$ cat config.mk
export PLATFORM = sky130hd
export DESIGN_NAME = xor_keyed_record_blob_parser
export DESIGN_NICKNAME = d
export VERILOG_FILES = /design/src/xkrbp_pkg.sv /design/src/xor_keyed_record_blob_parser.sv /design/src/xkrbp_front.sv /design/src/xkrbp_queue.sv /design/src/xkrbp_back.sv
export SDC_FILE = /design/constraint.sdc
export NUM_CORES = 1
export LEC_CHECK = 0
export BUFFER_PORTS_ARGS = -buffer_cell sky130_fd_sc_hd__buf_4
export CORE_ASPECT_RATIO = 1.1
export CORE_UTILIZATION = 65
export CTS_BUF_LIST = sky130_fd_sc_hd__clkbuf_4 sky130_fd_sc_hd__clkbuf_8 sky130_fd_sc_hd__clkbuf_16
export CTS_CLUSTER_SIZE = 25
export DETAILED_ROUTE_END_ITERATION = 8
export PLACE_DENSITY = 0.85
export SLEW_MARGIN = 15
export SYNTH_ARGS = -nofsm -noshare
export SYNTH_HDL_FRONTEND = slang
export SYNTH_SLANG_ARGS = --single-unit
export TNS_END_PERCENT = 20
$ cat constraint.sdc
create_clock -name clk -period 14.5 [get_ports clk]
set_clock_uncertainty 0.15 [all_clocks]
set_input_delay 2.9 -clock clk [delete_from_list [all_inputs] [get_ports clk]]
set_output_delay 2.9 -clock clk [all_outputs]
set_load 0.01 [all_outputs]
$ cat src/xkrbp_pkg.sv
// Package for the keyed XOR record blob parser.
// Holds section and element codes, status codes and sizing constants.
// No dependencies.
package xkrbp_pkg;

	localparam int unsigned KEY_BYTES_DEF = 32;
	localparam int unsigned MAX_BLOB_BYTES_DEF = 1048576;
	localparam int unsigned MAX_LIST_COUNT_DEF = 100000;
	localparam logic [31:0] BLOB_MAGIC = 32'h52615370;

	typedef enum logic [2:0] {
		K_CNT  = 3'd0,
		K_LEN  = 3'd1,
		K_BODY = 3'd2,
		K_FIX  = 3'd3,
		K_IGN  = 3'd4
	} kind_t;

	typedef enum logic [1:0] {
		ST_OK      = 2'd0,
		ST_CORRUPT = 2'd1,
		ST_MAGIC   = 2'd2,
		ST_FORMAT  = 2'd3
	} status_t;

	localparam logic [4:0] SEC_REST = 5'd18;

	typedef enum logic [2:0] {
		REG_KEY0 = 3'd0,
		REG_KEY1 = 3'd1,
		REG_KEY2 = 3'd2,
		REG_KEY3 = 3'd3,
		REG_KLEN = 3'd4
	} reg_idx_t;

	// One decrypted byte handed from the front part to the back part.
	typedef struct packed {
		logic [7:0] plain;
		logic       last;
		logic       key_zero;
	} item_t;

endpackage

$ cat src/xor_keyed_record_blob_parser.sv
// Top level of the keyed XOR record blob parser.
// Depends on xkrbp_pkg, xkrbp_front, xkrbp_queue and xkrbp_back.
//
// Usage: the input channel takes one encrypted byte per transfer on
// cipher_byte, with last_byte marking the final byte of a blob. Each byte is
// XORed with the cyclic key held in the APB registers and its place in the
// record layout is tracked. Every input transfer yields exactly one output
// transfer carrying plain_byte, section and element_kind; the output for the
// last byte also carries done_res and status.
// Each byte passes through the front queue and then the output register.
// Throughput is one byte per cycle while the receiver does not stall.
// When the receiver stalls, the output holds and the
// two-entry queue fills; in_stall rises only when the queue is full. Reset
// clears the queue, the layout state and the key position; the key words reset
// to zero and the key length to one. Key registers are to be written only
// while no blob is in flight; the user must keep to this, the block does not enforce it.
module xor_keyed_record_blob_parser #(
	parameter int unsigned KEY_BYTES = xkrbp_pkg::KEY_BYTES_DEF,
	parameter int unsigned MAX_BLOB_BYTES = xkrbp_pkg::MAX_BLOB_BYTES_DEF,
	parameter int unsigned MAX_LIST_COUNT = xkrbp_pkg::MAX_LIST_COUNT_DEF
) (
	input  logic        clk,
	input  logic        arst_n,
	input  logic        psel,
	input  logic        penable,
	input  logic        pwrite,
	input  logic [5:0]  paddr,
	input  logic [63:0] pwdata,
	output logic [63:0] prdata,
	output logic        pready,
	input  logic        in_valid,
	output logic        in_stall,
	input  logic [7:0]  cipher_byte,
	input  logic        last_byte,
	output logic        out_valid,
	input  logic        out_stall,
	output logic [7:0]  plain_byte,
	output logic [4:0]  section,
	output logic [2:0]  element_kind,
	output logic [1:0]  status,
	output logic        done_res
);
	import xkrbp_pkg::*;

	logic  take, full, qv, qrd;
	item_t wi, ri;

	assign pready = 1'b1;
	assign in_stall = full;

	xkrbp_front #(.KEY_BYTES(KEY_BYTES)) u_front (
		.clk, .arst_n, .psel, .penable, .pwrite, .paddr, .pwdata, .prdata,
		.in_valid, .in_byte(cipher_byte), .in_last(last_byte), .in_take(take),
		.q_full(full), .q_item(wi)
	);

	xkrbp_queue u_queue (
		.clk, .arst_n, .wr(take), .wr_item(wi), .full, .rd_valid(qv),
		.rd_item(ri), .rd(qrd)
	);

	xkrbp_back #(.MAX_BLOB_BYTES(MAX_BLOB_BYTES), .MAX_LIST_COUNT(MAX_LIST_COUNT)) u_back (
		.clk, .arst_n, .q_valid(qv), .q_item(ri), .q_rd(qrd), .out_valid, .out_stall,
		.plain_byte, .section, .element_kind, .status, .done_res
	);

endmodule

$ cat src/xkrbp_front.sv
// Front part: register file for the key, key position and XOR of each byte.
// Depends on xkrbp_pkg.
module xkrbp_front #(
	parameter int unsigned KEY_BYTES = xkrbp_pkg::KEY_BYTES_DEF
) (
	input  logic                 clk,
	input  logic                 arst_n,
	input  logic                 psel,
	input  logic                 penable,
	input  logic                 pwrite,
	input  logic [5:0]           paddr,
	input  logic [63:0]          pwdata,
	output logic [63:0]          prdata,
	input  logic                 in_valid,
	input  logic [7:0]           in_byte,
	input  logic                 in_last,
	output logic                 in_take,
	input  logic                 q_full,
	output xkrbp_pkg::item_t     q_item
);
	import xkrbp_pkg::*;

	localparam int unsigned KPW = (KEY_BYTES > 1) ? $clog2(KEY_BYTES) : 1;

	logic [63:0] key_q [4];
	logic [5:0]  klen_q;
	logic [KPW-1:0] kpos_q;
	logic [5:0]  kl;
	logic [5:0]  pos_eff;
	logic [4:0]  kidx;
	logic [7:0]  kb;
	logic [2:0]  ridx;

	assign ridx = paddr[5:3];
	assign kl = (klen_q > 6'(KEY_BYTES)) ? 6'(KEY_BYTES) : klen_q;
	assign pos_eff = (6'(kpos_q) >= kl) ? 6'd0 : 6'(kpos_q);
	assign kidx = pos_eff[4:0];
	assign kb = (kl == 6'd0) ? 8'd0 : key_q[kidx[4:3]][8*kidx[2:0] +: 8];
	assign in_take = in_valid && !q_full;

	always_comb begin
		q_item.plain = in_byte ^ kb;
		q_item.last = in_last;
		q_item.key_zero = (kl == 6'd0);
	end

	always_comb begin
		unique case (ridx)
			REG_KEY0: prdata = key_q[0];
			REG_KEY1: prdata = key_q[1];
			REG_KEY2: prdata = key_q[2];
			REG_KEY3: prdata = key_q[3];
			REG_KLEN: prdata = {58'd0, klen_q};
			default:  prdata = 64'd0;
		endcase
	end

	always_ff @(posedge clk or negedge arst_n) begin
		if (!arst_n) begin
			key_q <= '{default: 64'd0};
			klen_q <= 6'd1;
			kpos_q <= '0;
		end else begin
			if (psel && penable && pwrite) begin
				unique case (ridx)
					REG_KEY0: key_q[0] <= pwdata;
					REG_KEY1: key_q[1] <= pwdata;
					REG_KEY2: key_q[2] <= pwdata;
					REG_KEY3: key_q[3] <= pwdata;
					REG_KLEN: klen_q <= pwdata[5:0];
					default: ;
				endcase
			end
			if (in_take) begin
				if (in_last)
					kpos_q <= '0;
				else if (kl != 6'd0)
					kpos_q <= (pos_eff + 6'd1 >= kl) ? '0 : KPW'(pos_eff + 6'd1);
			end
		end
	end

endmodule

$ cat src/xkrbp_queue.sv
// Two-entry queue that parts the front part from the back part.
// Depends on xkrbp_pkg.
module xkrbp_queue (
	input  logic             clk,
	input  logic             arst_n,
	input  logic             wr,
	input  xkrbp_pkg::item_t wr_item,
	output logic             full,
	output logic             rd_valid,
	output xkrbp_pkg::item_t rd_item,
	input  logic             rd
);
	import xkrbp_pkg::*;

	item_t mem_q [2];
	logic  wp_q, rp_q;
	logic [1:0] cnt_q;

	assign full = (cnt_q == 2'd2);
	assign rd_valid = (cnt_q != 2'd0);
	assign rd_item = mem_q[rp_q];

	always_ff @(posedge clk) begin
		if (wr) mem_q[wp_q] <= wr_item;
	end

	always_ff @(posedge clk or negedge arst_n) begin
		if (!arst_n) begin
			wp_q <= 1'b0;
			rp_q <= 1'b0;
			cnt_q <= 2'd0;
		end else begin
			if (wr) wp_q <= ~wp_q;
			if (rd) rp_q <= ~rp_q;
			cnt_q <= cnt_q + 2'(wr) - 2'(rd);
		end
	end

	assert property (@(posedge clk) disable iff (!arst_n) full |-> !wr)
		else $error("write into a full queue");
	assert property (@(posedge clk) disable iff (!arst_n) !rd_valid |-> !rd)
		else $error("read from an empty queue");
	assert property (@(posedge clk) disable iff (!arst_n) cnt_q != 2'd3)
		else $error("queue count out of range");

endmodule

$ cat src/xkrbp_back.sv
// Back part: record layout machine and output register.
// Depends on xkrbp_pkg.
module xkrbp_back #(
	parameter int unsigned MAX_BLOB_BYTES = xkrbp_pkg::MAX_BLOB_BYTES_DEF,
	parameter int unsigned MAX_LIST_COUNT = xkrbp_pkg::MAX_LIST_COUNT_DEF
) (
	input  logic             clk,
	input  logic             arst_n,
	input  logic             q_valid,
	input  xkrbp_pkg::item_t q_item,
	output logic             q_rd,
	output logic             out_valid,
	input  logic             out_stall,
	output logic [7:0]       plain_byte,
	output logic [4:0]       section,
	output logic [2:0]       element_kind,
	output logic [1:0]       status,
	output logic             done_res
);
	import xkrbp_pkg::*;

	localparam int unsigned TW = $clog2(MAX_BLOB_BYTES + 2);

	logic [TW-1:0] tot_q;
	logic [4:0]  sec_q;
	kind_t       elem_q;
	logic [31:0] ws_q;
	logic [2:0]  biw_q;
	logic [15:0] sl_q;
	logic [16:0] ol_q, il_q;
	logic [1:0]  pp_q, fmt_q;
	logic        mbad_q, fbad_q, pfail_q;

	logic [4:0]  sec_n;
	kind_t       elem_n;
	logic [31:0] ws_n;
	logic [2:0]  biw_n;
	logic [15:0] sl_n;
	logic [16:0] ol_n, il_n;
	logic [1:0]  pp_n, fmt_n;
	logic        mbad_n, fbad_n, pfail_n;
	logic [TW-1:0] tot_n;
	logic [1:0]  st;
	logic [2:0]  need;
	logic [31:0] v;
	logic        adv;

	assign adv = q_valid && (!out_valid || !out_stall);
	assign q_rd = adv;

	function automatic logic is_str(input logic [4:0] s);
		return s == 5'd4 || s == 5'd5 || s == 5'd6 || s == 5'd11;
	endfunction

	always_comb begin
		logic [4:0] s;
		logic [16:0] olx;
		logic [31:0] vv;
		logic do_outer, do_inner, do_sec, do_str, do_cnt;
		sec_n = sec_q; elem_n = elem_q; ws_n = ws_q; biw_n = biw_q; sl_n = sl_q;
		ol_n = ol_q; il_n = il_q; pp_n = pp_q; fmt_n = fmt_q;
		mbad_n = mbad_q; fbad_n = fbad_q; pfail_n = pfail_q;
		s = sec_q + 5'd1; olx = 17'd0; vv = 32'd0;
		do_outer = 1'b0; do_inner = 1'b0; do_sec = 1'b0; do_str = 1'b0; do_cnt = 1'b0;
		tot_n = (tot_q <= TW'(MAX_BLOB_BYTES)) ? tot_q + TW'(1) : tot_q;
		if (elem_q == K_LEN) need = 3'd2;
		else if (elem_q == K_FIX && sec_q == 5'd3) need = 3'd0;
		else if (elem_q == K_FIX && sec_q == 5'd16) need = 3'd1;
		else need = 3'd4;
		v = {ws_q[23:0], q_item.plain};
		if (sec_q != SEC_REST) begin
			if (elem_q == K_BODY) begin
				if (sl_q > 16'd0) sl_n = sl_q - 16'd1;
				if (sl_q <= 16'd1) do_str = 1'b1;
			end else begin
				ws_n = v;
				biw_n = biw_q + 3'd1;
				if (biw_n == need) begin
					if (elem_q == K_CNT) begin
						do_cnt = 1'b1;
					end else if (elem_q == K_LEN) begin
						sl_n = v[15:0];
						if (v[15:0] == 16'd0) do_str = 1'b1;
						else elem_n = K_BODY;
					end else begin
						priority case (sec_q)
							5'd0: if (v != BLOB_MAGIC) begin
								mbad_n = 1'b1; sec_n = SEC_REST; elem_n = K_IGN;
							end else begin
								sec_n = 5'd1; elem_n = K_FIX; biw_n = 3'd0; ws_n = 32'd0;
							end
							5'd1: if (v < 32'd1 || v > 32'd3) begin
								fbad_n = 1'b1; sec_n = SEC_REST; elem_n = K_IGN;
							end else begin
								fmt_n = v[1:0]; sec_n = 5'd2; elem_n = K_FIX;
								biw_n = 3'd0; ws_n = 32'd0;
							end
							5'd2: begin
								sec_n = 5'd3; elem_n = K_FIX; biw_n = 3'd0; ws_n = 32'd0;
							end
							default: do_sec = 1'b1;
						endcase
					end
				end
			end
		end
		if (do_cnt) begin
			if (v > 32'(MAX_LIST_COUNT)) begin
				pfail_n = 1'b1; sec_n = SEC_REST; elem_n = K_IGN;
			end else if (pp_q == 2'd1) begin
				il_n = v[16:0]; pp_n = 2'd2; do_inner = 1'b1;
			end else begin
				ol_n = v[16:0]; do_outer = 1'b1;
			end
		end
		if (do_str) begin
			if (is_str(sec_q)) do_sec = 1'b1;
			else if (sec_q == 5'd7 || sec_q == 5'd9 || sec_q == 5'd10 || sec_q == 5'd12) begin
				if (ol_n > 17'd0) ol_n = ol_n - 17'd1;
				do_outer = 1'b1;
			end else if (sec_q == 5'd13 || sec_q == 5'd14) begin
				if (pp_q == 2'd0) begin
					pp_n = 2'd1; elem_n = K_CNT; biw_n = 3'd0; ws_n = 32'd0;
				end else if (sec_q == 5'd14 && pp_q == 2'd2) begin
					pp_n = 2'd3; elem_n = K_LEN; biw_n = 3'd0; ws_n = 32'd0;
				end else begin
					pp_n = 2'd2;
					if (il_n > 17'd0) il_n = il_n - 17'd1;
					do_inner = 1'b1;
				end
			end else begin
				if (pp_q == 2'd0) begin
					pp_n = 2'd1; elem_n = K_LEN; biw_n = 3'd0; ws_n = 32'd0;
				end else begin
					pp_n = 2'd0;
					if (ol_n > 17'd0) ol_n = ol_n - 17'd1;
					do_outer = 1'b1;
				end
			end
		end
		if (do_inner) begin
			if (il_n == 17'd0) begin
				if (ol_n > 17'd0) ol_n = ol_n - 17'd1;
				do_outer = 1'b1;
			end else begin
				elem_n = K_LEN; biw_n = 3'd0; ws_n = 32'd0;
			end
		end
		if (do_outer) begin
			if (ol_n == 17'd0) do_sec = 1'b1;
			else begin
				pp_n = 2'd0; elem_n = K_LEN; biw_n = 3'd0; ws_n = 32'd0;
			end
		end
		if (do_sec) begin
			if (s == 5'd13 && fmt_n < 2'd2) s = 5'd16;
			if (s == 5'd16 && fmt_n < 2'd3) s = SEC_REST;
			pp_n = 2'd0;
			if (s >= SEC_REST) begin
				sec_n = SEC_REST; elem_n = K_IGN;
			end else begin
				sec_n = s; biw_n = 3'd0; ws_n = 32'd0;
				if (is_str(s)) elem_n = K_LEN;
				else if (s == 5'd16) elem_n = K_FIX;
				else elem_n = K_CNT;
			end
		end
		if (q_item.key_zero) st = ST_CORRUPT;
		else if (tot_n < TW'(4)) st = ST_CORRUPT;
		else if (tot_n < TW'(8) || tot_n > TW'(MAX_BLOB_BYTES)) st = ST_MAGIC;
		else if (mbad_n) st = ST_MAGIC;
		else if (fbad_n) st = ST_FORMAT;
		else if (pfail_n) st = ST_CORRUPT;
		else if (sec_n != SEC_REST) st = ST_CORRUPT;
		else st = ST_OK;
		olx = ol_n; vv = ws_n;
		ol_n = olx; ws_n = vv;
	end

	always_ff @(posedge clk) begin
		if (adv) begin
			plain_byte <= q_item.plain;
			section <= sec_q;
			element_kind <= (sec_q == SEC_REST) ? K_IGN : elem_q;
			status <= q_item.last ? st : ST_OK;
			done_res <= q_item.last;
		end
	end

	always_ff @(posedge clk or negedge arst_n) begin
		if (!arst_n) begin
			out_valid <= 1'b0;
			tot_q <= '0; sec_q <= 5'd0; elem_q <= K_FIX; ws_q <= '0; biw_q <= '0;
			sl_q <= '0; ol_q <= '0; il_q <= '0; pp_q <= '0; fmt_q <= '0;
			mbad_q <= 1'b0; fbad_q <= 1'b0; pfail_q <= 1'b0;
		end else begin
			if (adv) out_valid <= 1'b1;
			else if (!out_stall) out_valid <= 1'b0;
			if (adv) begin
				if (q_item.last) begin
					tot_q <= '0; sec_q <= 5'd0; elem_q <= K_FIX; ws_q <= '0; biw_q <= '0;
					sl_q <= '0; ol_q <= '0; il_q <= '0; pp_q <= '0; fmt_q <= '0;
					mbad_q <= 1'b0; fbad_q <= 1'b0; pfail_q <= 1'b0;
				end else begin
					tot_q <= tot_n; sec_q <= sec_n; elem_q <= elem_n; ws_q <= ws_n;
					biw_q <= biw_n; sl_q <= sl_n; ol_q <= ol_n; il_q <= il_n;
					pp_q <= pp_n; fmt_q <= fmt_n; mbad_q <= mbad_n; fbad_q <= fbad_n;
					pfail_q <= pfail_n;
				end
			end
		end
	end

	assert property (@(posedge clk) disable iff (!arst_n) (sec_q == SEC_REST) |-> elem_q == K_IGN)
		else $error("trailing section with active element");
	assert property (@(posedge clk) disable iff (!arst_n) (adv && q_item.last) |=> sec_q == 5'd0)
		else $error("state not cleared after last byte");
	assert property (@(posedge clk) disable iff (!arst_n)
		(out_valid && out_stall) |=> out_valid && $stable(plain_byte))
		else $error("stalled result changed");

endmodule

After elaboration in Yosys (flattened, before gate mapping)
Memories as Yosys holds them, arrays and structs flattened.
Index checks and enable logic that the tools add are counted.
{"block": "totals", "reg_bits": 412, "mem_bits_rw": 20, "in_bits": 86, "out_inout_bits": 86, "memories": 1}
{"name": "u_queue.mem_q", "depth": 2, "width": 10, "read_ports": 1, "rd_clocked_by_memory_dff": 0, "write_ports": 1, "line_no": "xkrbp_queue.sv:15", "source": "item_t mem_q [2];"}
{"block": "classes", "add_sub_neg": 10, "magnitude_cmp": 19, "n_eq_ne": 39, "shift": 1, "muxes": 226, "bitwise_logic": 5, "reduce_logical": 48}
{"op": "32-bit 2-to-1 mux", "count": 21}
{"op": "17-bit 2-to-1 mux", "count": 24}
{"op": "64-bit one-hot mux with 5 select lines", "count": 1}
{"op": "3-bit 2-to-1 mux", "count": 49}
{"op": "64-bit binary-select mux with 2-bit select", "count": 1}
{"op": "64-bit 2-to-1 mux", "count": 2}
{"op": "16-bit 2-to-1 mux", "count": 7}
{"op": "5-bit 2-to-1 mux", "count": 20}
{"op": "32-bit one-hot mux with 3 select lines", "count": 1}
{"op": "1-bit 2-to-1 mux", "count": 68}
{"op": "64-bit by 7-bit variable part select with 8-bit output", "count": 1}
{"op": "17-bit by 1-bit > comparator with 1-bit output (second input constant)", "count": 3}
{"op": "17-bit by 1-bit subtractor with 17-bit output (second input constant)", "count": 3}
{"op": "2-bit 2-to-1 mux", "count": 25}
{"op": "21-bit 2-to-1 mux", "count": 2}
{"op": "5-bit by 4-bit equality test with 1-bit output (second input constant)", "count": 8}
{"op": "5-bit by 3-bit equality test with 1-bit output (second input constant)", "count": 7}
{"op": "17-bit logical NOT", "count": 2}
{"op": "32-bit by 17-bit > comparator with 1-bit output (second input constant)", "count": 1}
{"op": "32-bit by 2-bit > comparator with 1-bit output (second input constant)", "count": 1}
{"op": "32-bit by 1-bit < comparator with 1-bit output (second input constant)", "count": 1}
{"op": "32-bit by 31-bit inequality test with 1-bit output (second input constant)", "count": 1}
{"op": "21-bit by 1-bit adder with 21-bit output (second input constant)", "count": 1}
{"op": "21-bit > comparator (second input constant)", "count": 1}
{"op": "51 further kinds", "count": 97}

Longest topological paths before layout
{"block": "depth", "word_depth": 40, "mapped_depth": 31, "ltp_nobuf": 26}

Modules after synthesis
From an unflattened synthesis, not the netlist that was laid out.
{"block": "hier_totals", "hier_cells": 2498, "hier_area_um2": 25655.9}
{"module": "xkrbp_front", "instances": 1, "cells_each": 1191, "area_per_inst_um2": 14549.0, "seq_area_each_um2": 6682.7}
{"module": "xkrbp_back", "instances": 1, "cells_each": 1259, "area_per_inst_um2": 10138.5, "seq_area_each_um2": 3425.8}
{"module": "xkrbp_queue", "instances": 1, "cells_each": 46, "area_per_inst_um2": 957.2, "seq_area_each_um2": 700.7}
{"module": "xor_keyed_record_blob_parser", "instances": 1, "cells_each": 2, "area_per_inst_um2": 11.3, "seq_area_each_um2": 0.0}

Worst setup path after synthesis
No wires, ideal clock.
{"block": "synth_timing", "path_kind": "input to output", "start": "in paddr[4]", "end": "out prdata[39]", "t_arrival_ps": 4397, "required_time_ps": 11450, "setup_slack_ps": 7053, "cell_stages": 6, "n_path_buf": 3, "path_cell_list": "clkbuf_1 nor3b_1 clkbuf_1 buf_1 a22o_1 a221o_1"}
{"block": "synth_via", "elab_chain_len": 2, "elab_cells_between_ends": 6, "cone_classes": "eq/ne: 4; mux: 1; reduce/logical: 1"}
{"item": "start, declared", "line_no": "xor_keyed_record_blob_parser.sv:27", "source": "input logic [5:0] paddr,"}
{"item": "3-bit equality test, or another cell as far along", "line_no": "xkrbp_front.sv:48", "source": "unique case (ridx)"}
{"item": "64-bit one-hot mux with 5 select lines (*)", "line_no": "xkrbp_front.sv:48"}
{"item": "end, declared", "line_no": "xor_keyed_record_blob_parser.sv:29", "source": "output logic [63:0] prdata,"}
Every way passes the cells marked *; elsewhere a longest branch is shown, timed or not.

Worst setup path in the final report
{"block": "layout_timing", "start": "reg u_back.sec_q[0]", "end": "reg u_back.ws_q[10]"}
{"block": "layout_via", "elab_chain_len": 27, "elab_cells_between_ends": 126, "cone_classes": "add/sub: 4; order compare: 6; eq/ne: 18; mux: 82; reduce/logical: 16"}
{"item": "start, declared", "line_no": "xkrbp_back.sv:25", "source": "logic [4:0] sec_q;"}
{"item": "start signal, assigned", "line_no": "xkrbp_back.sv:205", "source": "tot_q <= tot_n; sec_q <= sec_n; elem_q <= elem_n; ws_q <= ws_n;"}
{"item": "5-bit equality test", "line_no": "xkrbp_back.sv:68", "source": "else if (elem_q == K_FIX && sec_q == 5'd16) need = 3'd1;"}
{"item": "1-bit logical AND", "line_no": "xkrbp_back.sv:68"}
{"item": "3-bit 2-to-1 mux", "line_no": "xkrbp_back.sv:68"}
{"item": "3-bit 2-to-1 mux", "line_no": "xkrbp_back.sv:67", "source": "else if (elem_q == K_FIX && sec_q == 5'd3) need = 3'd0;"}
{"item": "3-bit 2-to-1 mux", "line_no": "xkrbp_back.sv:66", "source": "if (elem_q == K_LEN) need = 3'd2;"}
{"item": "3-bit equality test", "line_no": "xkrbp_back.sv:78", "source": "if (biw_n == need) begin"}
{"item": "1-bit 2-to-1 mux", "line_no": "xkrbp_back.sv:78"}
{"item": "1-bit 2-to-1 mux", "line_no": "xkrbp_back.sv:72", "source": "if (elem_q == K_BODY) begin"}
{"item": "[11 not listed]"}
{"item": "17-bit 2-to-1 mux", "line_no": "xkrbp_back.sv:142", "source": "if (il_n == 17'd0) begin"}
{"item": "17-bit 2-to-1 mux", "line_no": "xkrbp_back.sv:141", "source": "if (do_inner) begin"}
{"item": "17-bit logical NOT", "line_no": "xkrbp_back.sv:150", "source": "if (ol_n == 17'd0) do_sec = 1'b1;"}
{"item": "32-bit 2-to-1 mux", "line_no": "xkrbp_back.sv:150"}
{"item": "32-bit 2-to-1 mux", "line_no": "xkrbp_back.sv:149", "source": "if (do_outer) begin"}
{"item": "32-bit 2-to-1 mux", "line_no": "xkrbp_back.sv:159", "source": "if (s >= SEC_REST) begin"}
{"item": "32-bit 2-to-1 mux (*)", "line_no": "xkrbp_back.sv:155", "source": "if (do_sec) begin"}
{"item": "32-bit 2-to-1 mux (*)", "line_no": "xkrbp_back.sv:200", "source": "if (q_item.last) begin"}
{"item": "end signal, assigned", "line_no": "xkrbp_back.sv:205"}
{"item": "end, declared", "line_no": "xkrbp_back.sv:27", "source": "logic [31:0] ws_q;"}
Every way passes the cells marked *; elsewhere a longest branch is shown, timed or not. The select of a mux whose other input is x is not followed.
A chain may end at the register's enable or synchronous reset.

==> metrics.csv <==
metric,value,unit
layout_min_cycle_time,10.00,ns
grt_pass1_vias,24200,
ff2ff_path_depth,26,
vias,24434,
clk_path_buf_depth,3,
yosysWarnings,0,
cts_inserted_buffers,46,
worstReg2RegStart,u_back.sec_q[0],
die_w,193,um
rows,76,
period_share,69.0,%
ys.flop_type,dfrtp_1,
worst_pin_slew,1.08,ns
fin_area,0.0292,mm2
final_cells,3362,
place_congestion,0.997,
ys_seq_elements,424,
dieArea,0.0410,mm2
post_cts_resize_count,0,
fmax,100,MHz
hold_path_class,reg2reg,
critPathMaxFanout,26,
seq_power_share,35.8,%
hold_depth,2,
post_drt_wl_per_cell,26.6,um
timing.setup.tns,0,ns
violations,design-rule violations,
htree_levels,2,
p_comb_share,39.0,%
p_switching,2.03,mW
synth_cells,2755,
drt-total-wl,89300,um
fin_nets,2931,
mostFrequentLayoutCells,"381 x dfrtp_1, 319 x nand2_1, 282 x mux2_2",
slew_violations,0,
crit_required,14.89,ns
cts_sinks,424,
postPlaceCellArea,0.0276,mm2
grt_pass1_wl,137000,um
dp_slack,4.84,ns
drtPass1Iterations,9,
cts-root-buf,clkbuf_16,
reg2reg_to,u_back.ws_q[10],
drv_cap,0,
hold_buffers,0,
p_per_area,168,mW/mm2
setup_ws,4.50,ns
intPower,2.87,mW
grt_max_degree,163,
syn_area,0.0261,mm2
io_pins,172,
setup_viol,0,
synth.yosys.seq_area_share,41.4,%
ys_types,103,
status,finished with violations,
vdd_ir_drop_max,0.000135,V
total_leakage_power,12.5,nW
yosysTopAreaCell,dfrtp_1,
cts_tree,yes,
worstSetupStartpoint,u_back.sec_q[0],
holdPathEnd,u_back.fmt_q[0],
postRouteAntennaNets,0,
fin_util,74.1,%
core,0.0394,mm2
arrival,10.39,ns
clk_pin_slew_worst_paths,0.06,ns
holdWs,0.362,ns
clk_latency,0.62,ns
reg2reg_slack,4.50,ns
p_clk_share,25.2,%
slew_headroom,28.0,%
synthArstFlopShare,90.8,%
hpwl,57900,um
yosys-top-cells-area,"dfrtp_1 37%, mux2_2 12%, nand2_1 4.6%",
hold_viol_final,0,
postCtsSetupRepairBufs,0,
synth_edf_count,39,
drtIter0Drc,2915,
grt.overflow.total,0,
min_from,u_back.fmt_q[0],
rsz0062_at_grt,false,
start_kind,flop,
sw_frac_of_total,41.4,%
port_buffers,167,
end_kind,flop,
vias_per_cell,7.27,
netlist.area_leader.share,36.6,%
area_growth_syn_to_layout,11.8,%
grt_usage,43.6,%
syn-num-nets,2867,
antenna_found_initial,1,
syn_area_per_cell,9.47,um2
worstSetupPathType,reg2reg,
post-place-cells,3278,
fillCellCount,2730,
die_y,212,um
remaining_drc_errors,12,
drive_gt1_share,22.1,%
layout_commonest_cell,dfrtp_1,
initial_core_util,66.3,%
totalPowerFinal,4.91,mW
==> cells in the mapped netlist (all sizes together), types with 17 or more instances <==
master,number
dfrtp,382
nor2,178
inv,41
xnor2,30
ha,26
a211oi,17
o21ai,167
o211ai,42
nand2,322
o22ai,32
a22o,104
o221ai,19
buf,40
nor4,29
a21oi,121
nor2b,18
a22oi,24
or3,34
and2,17
nand3,151
and3,22
a221o,57
mux2i,61
edfxtp,39
nor3,71
a31oi,25
clkbuf,156
nand4,25
mux2,282
==> power by group through the flow <==
stage                     Clock (mW)  Sequential [mW]  Combinational [mW]
after floorplan                    0             1.65                1.28
after global placement             0             1.73                1.79
after detailed placement           0             1.75                1.84
after CTS                       1.23             1.74                1.86
after global routing            1.28             1.78                2.04
final                           1.24             1.76                1.92
==> metal layers <==
metal  wire, um  part of all wire (%)  track usage, %
met5         11                 0.012               0
met3       9260                    10            9.49
met2      42700                    48            71.6
met4       6390                   7.2            29.2
met1      30900                    35            50.9
==> registers in the layout, summed over array words and instances (netlist names), 5 cells and up <==
name,flops
u_back.il_q,17
u_back.section,5
u_back.ws_q,24
u_back.plain_byte,8
u_queue.mem_q,20
u_front.klen_q,6
u_back.sl_q,16
u_back.tot_q,21
u_front.kpos_q,5
u_front.key_q,256
u_back.ol_q,17
u_back.sec_q,5
==> worst max-delay path by stage <==
stage / to / slack, ns / cells past startpoint
final: u_back.ws_q[10] / 4.50 / 26
after global routing: u_back.ws_q[10] / 4.01 / 26
after CTS: u_back.ws_q[10] / 4.78 / 26
after detailed placement: u_back.biw_q[0] / 4.84 / 26
after global placement: u_back.biw_q[0] / 4.94 / 26
after floorplan: prdata[39] / 7.05 / 6
==> area by class of cell <==
| class | count | area (um2) | share of cell area (%) |
|---|---|---|---|
| clock inverter | 24 | 284 | 0.973 |
| sequential | 424 | 10800 | 37.0 |
| antenna | 1 | 2.50 | 0.00857 |
| timing repair buffer | 212 | 1610 | 5.52 |
| clock buffer | 59 | 1300 | 4.45 |
| tap | 507 | 634 | 2.17 |
| inverter | 44 | 165 | 0.566 |
| multi-input combinational | 2091 | 14400 | 49.3 |
==> worst max-delay path, stage by stage (launching register included) <==
cell      delay, ns
dfrtp_1        0.53
inv_1          0.16
ha_1           0.30
nor4bb_1       0.19
buf_4          0.23
or3_1          0.43
nor3_1         0.27
nand4_1        0.41
nor3_4         0.79
mux2i_1        0.36
ha_1           0.57
nor4b_1        0.54
nand2_1        0.14
or3_1          0.47
nor4b_1        0.27
o21ai_0        0.13
a211oi_1       0.25
a21oi_1        0.09
and2_1         0.17
nor4b_2        0.74
and2_1         0.51
a31oi_1        0.18
nor4_1         0.37
nand4_1        0.29
o31ai_4        0.30
a21o_1         0.75
a22o_1         0.29
==> logic make-up after synthesis <==
family | Yosys count | share of synthesized area [%]
AOI/OAI and AO/OA | 725 | 19.7
xor gates and xnor gates | 46 | 1.54
adders and majority gates | 26 | 1.25
buffers and inverters | 240 | 3.72
DFF | 424 | 41.4
muxes | 343 | 14.5
other | 1 | 0.0144
and+or+nand+nor | 950 | 17.8
(Power assumes the default switching activity.)
